**config.mk**
```make
export PLATFORM = sky130hd
export DESIGN_NAME = glyph_row_blit_framebuffer_top_flat
export DESIGN_NICKNAME = d
export VERILOG_FILES = /design/src/gblit_pkg.sv /design/src/gblit_in_if.sv /design/src/gblit_out_if.sv /design/src/glyph_row_blit_framebuffer_top.sv /design/src/flat_wrapper.sv
export SDC_FILE = /design/constraint.sdc
export NUM_CORES = 1
export LEC_CHECK = 0
export ABC_AREA = 1
export ABC_CLOCK_PERIOD_IN_PS = 7600
export BUFFER_PORTS_ARGS = -buffer_cell sky130_fd_sc_hd__buf_4
export CORE_MARGIN = 3
export CORE_UTILIZATION = 50
export DETAILED_ROUTE_END_ITERATION = 10
export HOLD_SLACK_MARGIN = 0.12
export PLACE_DENSITY = 0.75
export SKIP_LAST_GASP = 1
export SLEW_MARGIN = 25
export SYNTH_ARGS = -nofsm -noshare
export SYNTH_HDL_FRONTEND = slang
export SYNTH_SLANG_ARGS = --single-unit
```
**constraint.sdc**
```tcl
create_clock -name clk -period 7.6 [get_ports clk]
set_input_delay 0.76 -clock clk [delete_from_list [all_inputs] [get_ports clk]]
set_output_delay 0.76 -clock clk [all_outputs]
set_load 0.1 [all_outputs]
```
**src/gblit_pkg.sv**
```systemverilog
package gblit_pkg;

  localparam int ROWS      = 8;
  localparam int COL_BYTES = 8;
  localparam int DEPTH     = ROWS * COL_BYTES;
  localparam int ADDR_W    = (DEPTH > 1) ? $clog2(DEPTH) : 1;

  typedef enum logic [1:0] {
    ACT_BLIT  = 2'd0,
    ACT_CLEAR = 2'd1,
    ACT_FILL  = 2'd2,
    ACT_READ  = 2'd3
  } action_t;

  typedef logic [ADDR_W-1:0] addr_t;

  // byte address of a row and column byte, both already known to be in range
  function automatic addr_t mk_addr(input logic [5:0] row, input logic [4:0] col);
    int lin;
    lin = int'(row) * COL_BYTES + int'(col);
    return lin[ADDR_W-1:0];
  endfunction

  // msb-aligned run of width ones, width already saturated to 8
  function automatic logic [7:0] full_mask(input logic [3:0] width);
    return ~(8'hFF >> width);
  endfunction

endpackage

```
**src/gblit_in_if.sv**
```systemverilog
interface gblit_in_if;
  import gblit_pkg::*;

  logic              valid;
  logic              ready;
  action_t           action;
  logic [7:0]        glyph_bits;
  logic [3:0]        glyph_width;
  logic [5:0]        glyph_line;
  logic signed [7:0] row_offset;
  logic signed [10:0] col_offset;
  logic [5:0]        read_row;
  logic [4:0]        read_byte_index;

  modport source (
    output valid, action, glyph_bits, glyph_width, glyph_line, row_offset,
           col_offset, read_row, read_byte_index,
    input  ready
  );

  modport sink (
    input  valid, action, glyph_bits, glyph_width, glyph_line, row_offset,
           col_offset, read_row, read_byte_index,
    output ready
  );
endinterface

```
**src/gblit_out_if.sv**
```systemverilog
interface gblit_out_if;
  logic       valid;
  logic       ready;
  logic [7:0] read_data;
  logic [3:0] width_echo;

  modport source (output valid, read_data, width_echo, input ready);
  modport sink (input valid, read_data, width_echo, output ready);
endinterface

```
**src/glyph_row_blit_framebuffer_top.sv**
```systemverilog
// clear, fill, out-of-range reads and blits touching no byte go straight to done; a read
// or a one-byte blit passes issue and merge, a two-byte blit issue, merge, issue, merge
// a new item is taken only in idle, once the last result is registered: the single memory
// port does one read-modify-write per byte; clear and fill act at once via valid bits
// reset (synchronous, active low) empties the frame store to all zero and drops any result
module glyph_row_blit_framebuffer_top (
  input  logic              clk,
  input  logic              rst_n,
  gblit_in_if.sink          in_ch,
  gblit_out_if.source       out_ch
);
  import gblit_pkg::*;

  typedef enum logic [1:0] {
    S_IDLE,
    S_ISSUE,
    S_MERGE,
    S_DONE
  } state_t;

  state_t     state_r;
  action_t    act_r;
  addr_t      addr_r;
  addr_t      addr1_r;
  logic       sel_r;
  logic       pend1_r;
  logic [7:0] m0_r, g0_r, m1_r, g1_r;
  logic [7:0] rdata_r;
  logic [3:0] wecho_r;
  logic       out_valid_r;
  logic [7:0] out_rdata_r;
  logic [3:0] out_wecho_r;

  // frame store: valid bits plus a background byte stand in for the bulk clear and fill
  logic [7:0]       mem [DEPTH];
  logic [7:0]       mem_q;
  logic [DEPTH-1:0] valid_r;
  logic [7:0]       bg_r;

  // decode of the incoming item
  logic              in_xfer;
  logic [3:0]        width_sat;
  logic signed [8:0] row_s;
  logic              row_ok;
  logic [7:0]        bidx;
  logic [8:0]        bidx1;
  logic [2:0]        shift;
  logic              b0_ok, b1_ok;
  logic              rd_ok;
  logic [7:0]        full;
  logic              blit_go0, blit_go1;

  always_comb begin
    in_xfer   = in_ch.valid && in_ch.ready;
    width_sat = (in_ch.glyph_width > 4'd8) ? 4'd8 : in_ch.glyph_width;
    row_s     = $signed({3'b000, in_ch.glyph_line}) +
                $signed({in_ch.row_offset[7], in_ch.row_offset});
    row_ok    = !row_s[8] && ({1'b0, row_s[7:0]} < 9'(ROWS));
    bidx      = in_ch.col_offset[10:3];
    bidx1     = {bidx[7], bidx} + 9'd1;
    shift     = in_ch.col_offset[2:0];
    b0_ok     = !bidx[7] && (bidx < 8'(COL_BYTES));
    b1_ok     = !bidx1[8] && (bidx1 < 9'(COL_BYTES)) && (shift != 3'd0);
    rd_ok     = ({1'b0, in_ch.read_row} < 7'(ROWS)) &&
                ({1'b0, in_ch.read_byte_index} < 6'(COL_BYTES));
    full      = full_mask(width_sat);
    blit_go0  = (in_ch.action == ACT_BLIT) && row_ok && b0_ok;
    blit_go1  = (in_ch.action == ACT_BLIT) && row_ok && b1_ok;
  end

  // read-modify-write path
  logic [7:0] old_byte;
  logic [7:0] mrg_mask, mrg_bits, mrg_byte;
  logic       mem_we;
  addr_t      mem_ra;

  always_comb begin
    old_byte = valid_r[addr_r] ? mem_q : bg_r;
    mrg_mask = sel_r ? m1_r : m0_r;
    mrg_bits = sel_r ? g1_r : g0_r;
    mrg_byte = (old_byte & ~mrg_mask) | (mrg_bits & mrg_mask);
    mem_we   = (state_r == S_MERGE) && (act_r == ACT_BLIT);
    mem_ra   = addr_r;
  end

  always_ff @(posedge clk) begin
    if (mem_we) begin
      mem[addr_r] <= mrg_byte;
    end
    mem_q <= mem[mem_ra];
  end

  always_ff @(posedge clk) begin
    if (!rst_n) begin
      state_r     <= S_IDLE;
      out_valid_r <= 1'b0;
      valid_r     <= '0;
      bg_r        <= 8'h00;
    end else begin
      if (out_valid_r && out_ch.ready && state_r != S_DONE) begin
        out_valid_r <= 1'b0;
      end
      unique case (state_r)
        S_IDLE: begin
          if (in_xfer) begin
            act_r   <= in_ch.action;
            pend1_r <= blit_go1;
            addr1_r <= mk_addr(row_s[5:0], bidx1[4:0]);
            m0_r    <= full >> shift;
            g0_r    <= in_ch.glyph_bits >> shift;
            m1_r    <= full << (4'd8 - {1'b0, shift});
            g1_r    <= in_ch.glyph_bits << (4'd8 - {1'b0, shift});
            rdata_r <= 8'h00;
            wecho_r <= (in_ch.action == ACT_BLIT) ? width_sat : 4'd0;
            case (in_ch.action) inside
              ACT_CLEAR, ACT_FILL: begin
                valid_r <= '0;
                bg_r    <= (in_ch.action == ACT_FILL) ? 8'hFF : 8'h00;
                state_r <= S_DONE;
              end
              ACT_READ: begin
                addr_r  <= mk_addr(in_ch.read_row, in_ch.read_byte_index);
                state_r <= rd_ok ? S_ISSUE : S_DONE;
              end
              default: begin
                addr_r  <= blit_go0 ? mk_addr(row_s[5:0], bidx[4:0])
                                    : mk_addr(row_s[5:0], bidx1[4:0]);
                sel_r   <= !blit_go0;
                state_r <= (blit_go0 || blit_go1) ? S_ISSUE : S_DONE;
              end
            endcase
          end
        end
        S_ISSUE: begin
          state_r <= S_MERGE;
        end
        S_MERGE: begin
          if (act_r == ACT_READ) begin
            rdata_r <= old_byte;
            state_r <= S_DONE;
          end else begin
            valid_r[addr_r] <= 1'b1;
            if (!sel_r && pend1_r) begin
              addr_r  <= addr1_r;
              sel_r   <= 1'b1;
              state_r <= S_ISSUE;
            end else begin
              state_r <= S_DONE;
            end
          end
        end
        S_DONE: begin
          if (!out_valid_r || out_ch.ready) begin
            out_valid_r <= 1'b1;
            out_rdata_r <= rdata_r;
            out_wecho_r <= wecho_r;
            state_r     <= S_IDLE;
          end
        end
        default: begin
          state_r <= S_IDLE;
        end
      endcase
    end
  end

  assign in_ch.ready       = (state_r == S_IDLE);
  assign out_ch.valid      = out_valid_r;
  assign out_ch.read_data  = out_rdata_r;
  assign out_ch.width_echo = out_wecho_r;

`ifndef ASSERT_OFF
  a_one_item: assert property (@(posedge clk) disable iff (!rst_n)
    in_ch.valid && in_ch.ready |=> !in_ch.ready)
    else $error("item accepted while another is in flight");

  a_result_from_done: assert property (@(posedge clk) disable iff (!rst_n)
    $rose(out_ch.valid) |-> $past(state_r) == S_DONE)
    else $error("result raised outside the completion step");

  a_second_byte: assert property (@(posedge clk) disable iff (!rst_n)
    state_r == S_MERGE && act_r == ACT_BLIT && sel_r |-> pend1_r)
    else $error("second byte merged without a pending second byte");

  a_blit_writes: assert property (@(posedge clk) disable iff (!rst_n)
    state_r == S_MERGE && act_r == ACT_BLIT |=> valid_r[$past(addr_r)])
    else $error("merged byte not marked valid");
`endif

endmodule

```
**src/flat_wrapper.sv**
```systemverilog
// flat-port wrapper written by rule: the top's interface ports become plain ports
module glyph_row_blit_framebuffer_top_flat import gblit_pkg::*;
  (clk, rst_n, in_ch_valid, in_ch_action, in_ch_glyph_bits, in_ch_glyph_width, in_ch_glyph_line, in_ch_row_offset, in_ch_col_offset, in_ch_read_row, in_ch_read_byte_index, in_ch_ready, out_ch_valid, out_ch_read_data, out_ch_width_echo, out_ch_ready);
  gblit_in_if in_ch_i ();
  gblit_out_if out_ch_i ();
  input  logic clk;
  input  logic rst_n;
  input wire logic [$bits(in_ch_i.valid)-1:0] in_ch_valid;
  input wire logic [$bits(in_ch_i.action)-1:0] in_ch_action;
  input wire logic [$bits(in_ch_i.glyph_bits)-1:0] in_ch_glyph_bits;
  input wire logic [$bits(in_ch_i.glyph_width)-1:0] in_ch_glyph_width;
  input wire logic [$bits(in_ch_i.glyph_line)-1:0] in_ch_glyph_line;
  input wire logic [$bits(in_ch_i.row_offset)-1:0] in_ch_row_offset;
  input wire logic [$bits(in_ch_i.col_offset)-1:0] in_ch_col_offset;
  input wire logic [$bits(in_ch_i.read_row)-1:0] in_ch_read_row;
  input wire logic [$bits(in_ch_i.read_byte_index)-1:0] in_ch_read_byte_index;
  output wire logic [$bits(in_ch_i.ready)-1:0] in_ch_ready;
  output wire logic [$bits(out_ch_i.valid)-1:0] out_ch_valid;
  output wire logic [$bits(out_ch_i.read_data)-1:0] out_ch_read_data;
  output wire logic [$bits(out_ch_i.width_echo)-1:0] out_ch_width_echo;
  input wire logic [$bits(out_ch_i.ready)-1:0] out_ch_ready;
  assign in_ch_i.valid = in_ch_valid;
  assign in_ch_i.action = in_ch_action;
  assign in_ch_i.glyph_bits = in_ch_glyph_bits;
  assign in_ch_i.glyph_width = in_ch_glyph_width;
  assign in_ch_i.glyph_line = in_ch_glyph_line;
  assign in_ch_i.row_offset = in_ch_row_offset;
  assign in_ch_i.col_offset = in_ch_col_offset;
  assign in_ch_i.read_row = in_ch_read_row;
  assign in_ch_i.read_byte_index = in_ch_read_byte_index;
  assign in_ch_ready = in_ch_i.ready;
  assign out_ch_valid = out_ch_i.valid;
  assign out_ch_read_data = out_ch_i.read_data;
  assign out_ch_width_echo = out_ch_i.width_echo;
  assign out_ch_i.ready = out_ch_ready;
  glyph_row_blit_framebuffer_top u_core (.clk(clk), .rst_n(rst_n), .in_ch(in_ch_i), .out_ch(out_ch_i));
endmodule
```
After elaboration in Yosys (flattened, before gate mapping):

Memory sizes are Yosys's and may differ from the RTL's. A register that Yosys moved wholly into a read port is not among the register bits.
Cells that the tools add are included.

* add/subtract/negate cells: 6
* $lt $le $gt $ge: 8
* eq/ne operators: 16
* shift-type cells: 5
* multiplexer cells: 43
* bitwise operators: 6
* reductions and logical operators: 36

Operators with widths (number)
* $mux 64: 3
* $pmux 64 s2: 1
* $or 64x64->64: 1
* $mux 8: 6
* $mux 6: 6
* $add 6x5->6: 3
* $and 8x8->8: 2
* $lt 8x4->1 const B: 2
* $mux 2: 8
* $ne 2x2->1 const B: 8
* $not 8->8: 2
* $pmux 8 s2: 1
* $shl 8x4->8: 2
* $shr 8x3->8: 2
* $logic_and 1x1->1: 14
* $mux 1: 12
* $pmux 6 s2: 1
* $eq 2x2->1 const B: 5
* $add 7x8->9: 1
* $add 8x2->9 const B: 1
* $lt 9x4->1 const B: 1
* $reduce_and 3->1: 3
* $or 8x8->8: 1
* $pmux 2 s4: 1
* other kinds (23): 33

* flip-flop bits (word level): 147
* RAM bits: 512
* logic and storage cells: 138
* memories kept: 1

Memories
* u_core.mem: depth 64, width 8, rd ports 1, clocked after Yosys merged registers in 1, write ports 1, RTL line glyph_row_blit_framebuffer_top.sv:35 `logic [7:0] mem [DEPTH];`

Logic depth before layout (Yosys ltp):

* depth in word-level cells: 11
* gate-level depth with buffers: 17
* gate-level depth less buffers: 17

Worst setup path before layout:

No wires, ideal clock.

* path kind: reg-to-reg
* start point: register u_core.state_r[0]
* end point: register u_core.act_r[0] (enable)
* setup time: 448 ps
* data arrival time: 3276 ps
* path slack: 3877 ps
* stages on the path, launching flop included: 4
* buffers on the path: 0
* clock period less this slack: 3723 ps
* cells stage by stage: dfxtp_1 -> nor2_2 -> inv_2 -> nor2_1

* word-level cells in the longest chain between the ends: 3

RTL lines
* from (decl): RTL line glyph_row_blit_framebuffer_top.sv:21 `state_t state_r;`
* from (signal assigned): RTL line glyph_row_blit_framebuffer_top.sv:123 `state_r <= rd_ok ? S_ISSUE : S_DONE;`
* from (signal assigned): RTL line glyph_row_blit_framebuffer_top.sv:129 `state_r <= (blit_go0 || blit_go1) ? S_ISSUE : S_DONE;`
* $logic_not 2->1 *: RTL line glyph_row_blit_framebuffer_top.sv:167 `assign in_ch.ready = (state_r == S_IDLE);`
* via in_ch_ready: RTL line flat_wrapper.sv:17 `output wire logic [$bits(in_ch_i.ready)-1:0] in_ch_ready;`
* $logic_and 1x1->1: RTL line glyph_row_blit_framebuffer_top.sv:54 `in_xfer = in_ch.valid && in_ch.ready;`
* $reduce_and 3->1 (no line) *
* to (signal assigned): RTL line glyph_row_blit_framebuffer_top.sv:106 `act_r <= in_ch.action;`
* to (decl): RTL line glyph_row_blit_framebuffer_top.sv:22 `action_t act_r;`

The timed path passes the listed nets; every way through them passes the cells marked *.
A chain may end at the register's enable or synchronous reset.

Worst setup path after layout:

* start point: register u_core.addr_r[0]
* end point: memory u_core.mem[35][0] (enable)

RTL lines
* from (decl): RTL line glyph_row_blit_framebuffer_top.sv:23 `addr_t addr_r;`
* from (signal assigned): RTL line glyph_row_blit_framebuffer_top.sv:122 `addr_r <= mk_addr(in_ch.read_row, in_ch.read_byte_index);`
* from (signal assigned): RTL line glyph_row_blit_framebuffer_top.sv:126 `addr_r <= blit_go0 ? mk_addr(row_s[5:0], bidx[4:0])`
* from (signal assigned): RTL line glyph_row_blit_framebuffer_top.sv:144 `addr_r <= addr1_r;`
* to (decl): RTL line glyph_row_blit_framebuffer_top.sv:35

No word-level cell before the write port.

==> qor.txt <==
Gr usage total = 0.2322
Diode count = 0
TritonCTS buffer count = 66
Worst path slowest cell = buf_4
First-pass GRT wire length = 103,300 um
Synth Area in Compound Gates = 0.08500
Reg2reg setup slack = 3.78 ns
Clock Sinks = 660
CTS Buffer Depth = 3
Startpoint types = flop
Hold_ws = 0.4002 ns
Syn. warnings = 0
R2r worst-path depth = 6
CP Cell Sequence = buf_4 > nand3_1 > inv_2 > buf_4 > nand2_1 > nor2_1
Root buf cell = clkbuf_16
Drt total wl = 67,330 um
Routed vias = 18,680
Setup Fix Bufs, Post-CTS = 0
Core area = 0.05403 mm^2
Num ports = 68
IO buf count = 67
Initial antenna violation count = 1
Vias per cell = 5.903
CTS tree = yes
Slew Limit Fails = 0
Critical path's largest stage delay = 0.78 ns
Post-DRT Antenna Nets = 0
FILL cells = 4,239
Final Critical Period = 3.825 ns
Number of global-route vias before repair = 18,450
Crit end category = flop
Crit path DAT = 4.04 ns
Die H = 240.3 um
Max Cap Viol = 0
Simple-gate share of the synthesized area = 0.1659
Cts hold-fix bufs = 0
FF+latch count, synth = 660
Max FFs per register = 512
Setup violators final = 0
Largest Register = u_core.mem
Slew margin rel. = 0.2923
Pleak = 10.80 nW
Endpoint of the worst hold path = u_core.act_r[0]
Per-cell routed wire length = 21.27 um
Nets = 2,490
Peak Freq = 261.5 MHz
Initial DRC count = 2,265
Layout cells sized above 1 = 0.1203
Commonest cells after routing, fill and taps aside = nand2_1, edfxtp_1, nor2_1
P per Cell Area = 259.6 mW/mm^2
H-Tree Level Count = 3
RSZ-0062 raised after global routing = false
Clk_skew = 0.02937 ns
DP Wirelength = 39,590 um
Sequential share of the synthesized area = 0.6942
Most Frequent Cell on Critical Path = buf_4
Post-cts resize count = 0
Initial DRT Pass Iterations = 5
Crit path max fanout = 62
Commonest non-fill, non-tap cell in the layout = nand2_1
Area growth from synthesis to layout = 12.10%
Final hold violation count = 0
Clock latency reported for the late side of the worst-skew pair = 0.60 ns
Synth Area in XOR/XNOR = 0.001276
Worst-margin pin slew = 1.062 ns
Reg2Reg Capture Point = u_core.mem[35][0]
Syn avg cell area = 11.56 um^2
Reg clk slew, reported paths = 0.06 ns
Die width = 240.3 um
Final Cycle Share = 0.5032
Reg2reg start = u_core.addr_r[0]
Drt drc = 0
Synth cell types = 43
Total Die Area = 0.05775 mm^2
Peak VDD IR = 0.0001449 V
Multi-input logic area = 0.007365 mm^2
Reg area = 0.01906 mm^2
Post-route setup TNS = 0 ns
Initial core utilization = 0.5081
Kind of critical path = reg -> reg
Hold path depth = 1
Top flop regs = u_core.mem (512), u_core.valid_r (64)
Rows = 85
Grt total ovfl = 0
Critical Path RT = 7.81 ns
Adder-Cell Fraction of Synth Area = 0.009753
Worst min path class = in -> reg
Synthesized Nets = 2,448
Status = complete, no violations
Largest net degree at the start of global routing = 65
Cell Area, Synth = 0.02745 mm^2
Synth Instances = 2,375
Multiplexer share of the synthesized area = 0.002917
GP Congestion = 0.9283
Largest family of logic cells by synthesized area = simple AND/OR/NAND/NOR gates
HP Start = in_ch_action[0]
-- metrics by stage --
step / total power [mW] / util / setup WS (ns) / std cells / area (um^2)
6_report: 7.989 / 0.5696 / 3.775 / 3165 / 30770
4_1_cts: 8.012 / 0.5693 / 3.672 / 3165 / 30760
5_1_grt: 8.217 / 0.5696 / 3.535 / 3165 / 30770
3_3_place_gp: 4.766 / 0.5284 / 3.795 / 3044 / 28550
3_5_place_dp: 4.783 / 0.5289 / 3.690 / 3045 / 28570
2_1_floorplan: 4.547 / - / 3.877 / 2375 / 27450
-- Yosys cell counts --
cell	instances	share of area
nand2_1	702	0.096
edfxtp_1	584	0.64
nor2_1	149	0.020
inv_1	130	0.018
nand3_1	100	0.018
o21ai_0	82	0.015
dfxtp_1	76	0.055
a22oi_1	71	0.019
a21oi_1	66	0.012
clkbuf_1	62	0.0085
buf_2	53	0.0097
nand4_1	52	0.012
nand3_2	32	0.012
a21oi_2	30	0.0096
a221oi_1	29	0.0093
a22o_1	25	0.0080
ha_1	15	0.0068
nor3_1	13	0.0024
inv_2	10	0.0014
o22ai_1	10	0.0023
a21o_1	8	0.0022
mux2i_1	8	0.0029
and3_1	7	0.0016
o211ai_1	7	0.0019
o31ai_1	7	0.0019
buf_6	6	0.0025
a21boi_0	4	0.0011
a31oi_1	4	0.00091
fa_1	4	0.0029
nor2_2	4	0.00091
or2_2	4	0.00091
clkinv_1	3	0.00041
nand3b_1	3	0.00082
xor2_1	3	0.00096
buf_4	2	0.00055
o2111ai_1	2	0.00064
o21a_1	2	0.00055
and2_1	1	0.00023
clkinv_2	1	0.00018
nor4_1	1	0.00023
nor4_4	1	0.00077
o221ai_1	1	0.00032
xnor2_1	1	0.00032
-- power breakdown --
group          switching (mW)  internal (mW)  total [mW]
Sequential             0.0333           4.01        4.05
Combinational           0.499          0.173       0.673
Clock                    1.32           1.95        3.27
-- area by class of cell --
type	count	area share
sequential	660	0.6193
multi-input combinational	1448	0.2393
clock buffer	86	0.05981
tap	696	0.02830
timing repair buffer	97	0.02448
inverter	144	0.01760
clock inverter	34	0.01122
-- per-layer routing --
metal | routed length, um | track usage | vias up
li1 | - | - | 8469
met1 | 26800 | 0.3127 | 9086
met2 | 32830 | 0.3866 | 990
met3 | 5800 | 0.03476 | 137
met4 | 1886 | 0.08506 | 2
met5 | 13 | 0 | -
-- critical path, delay by kind of cell, from the launching register on --
| kind | cells | cell delay [ns] |
|---|---|---|
| simple gates | 3 | 1.39 |
| buf+inv | 3 | 1.69 |
| flops | 1 | 0.32 |
-- cell families after synthesis --
group / count (synthesis)
buffers and inverters: 267
multiplexers: 8
adder cells (fa/ha/maj): 19
AND/OR/NAND/NOR: 1069
flip-flops: 660
AO/OA/AOI/OAI: 348
XOR/XNOR: 4
-- worst max path at each step --
stage	cells past startpoint	to	from	slack, ns
3_5_place_dp	16	u_core.mem[16][6]	u_core.addr_r[1]	3.69
5_1_grt	17	u_core.mem[18][0]	u_core.addr_r[1]	3.53
3_3_place_gp	16	u_core.mem[27][3]	u_core.addr_r[1]	3.80
4_1_cts	16	u_core.mem[16][6]	u_core.addr_r[1]	3.67
2_1_floorplan	3	u_core.act_r[0]	u_core.state_r[0]	3.88
6_report	6	u_core.mem[35][0]	u_core.addr_r[0]	3.78
No activity file was read; power rests on OpenSTA's default activity.
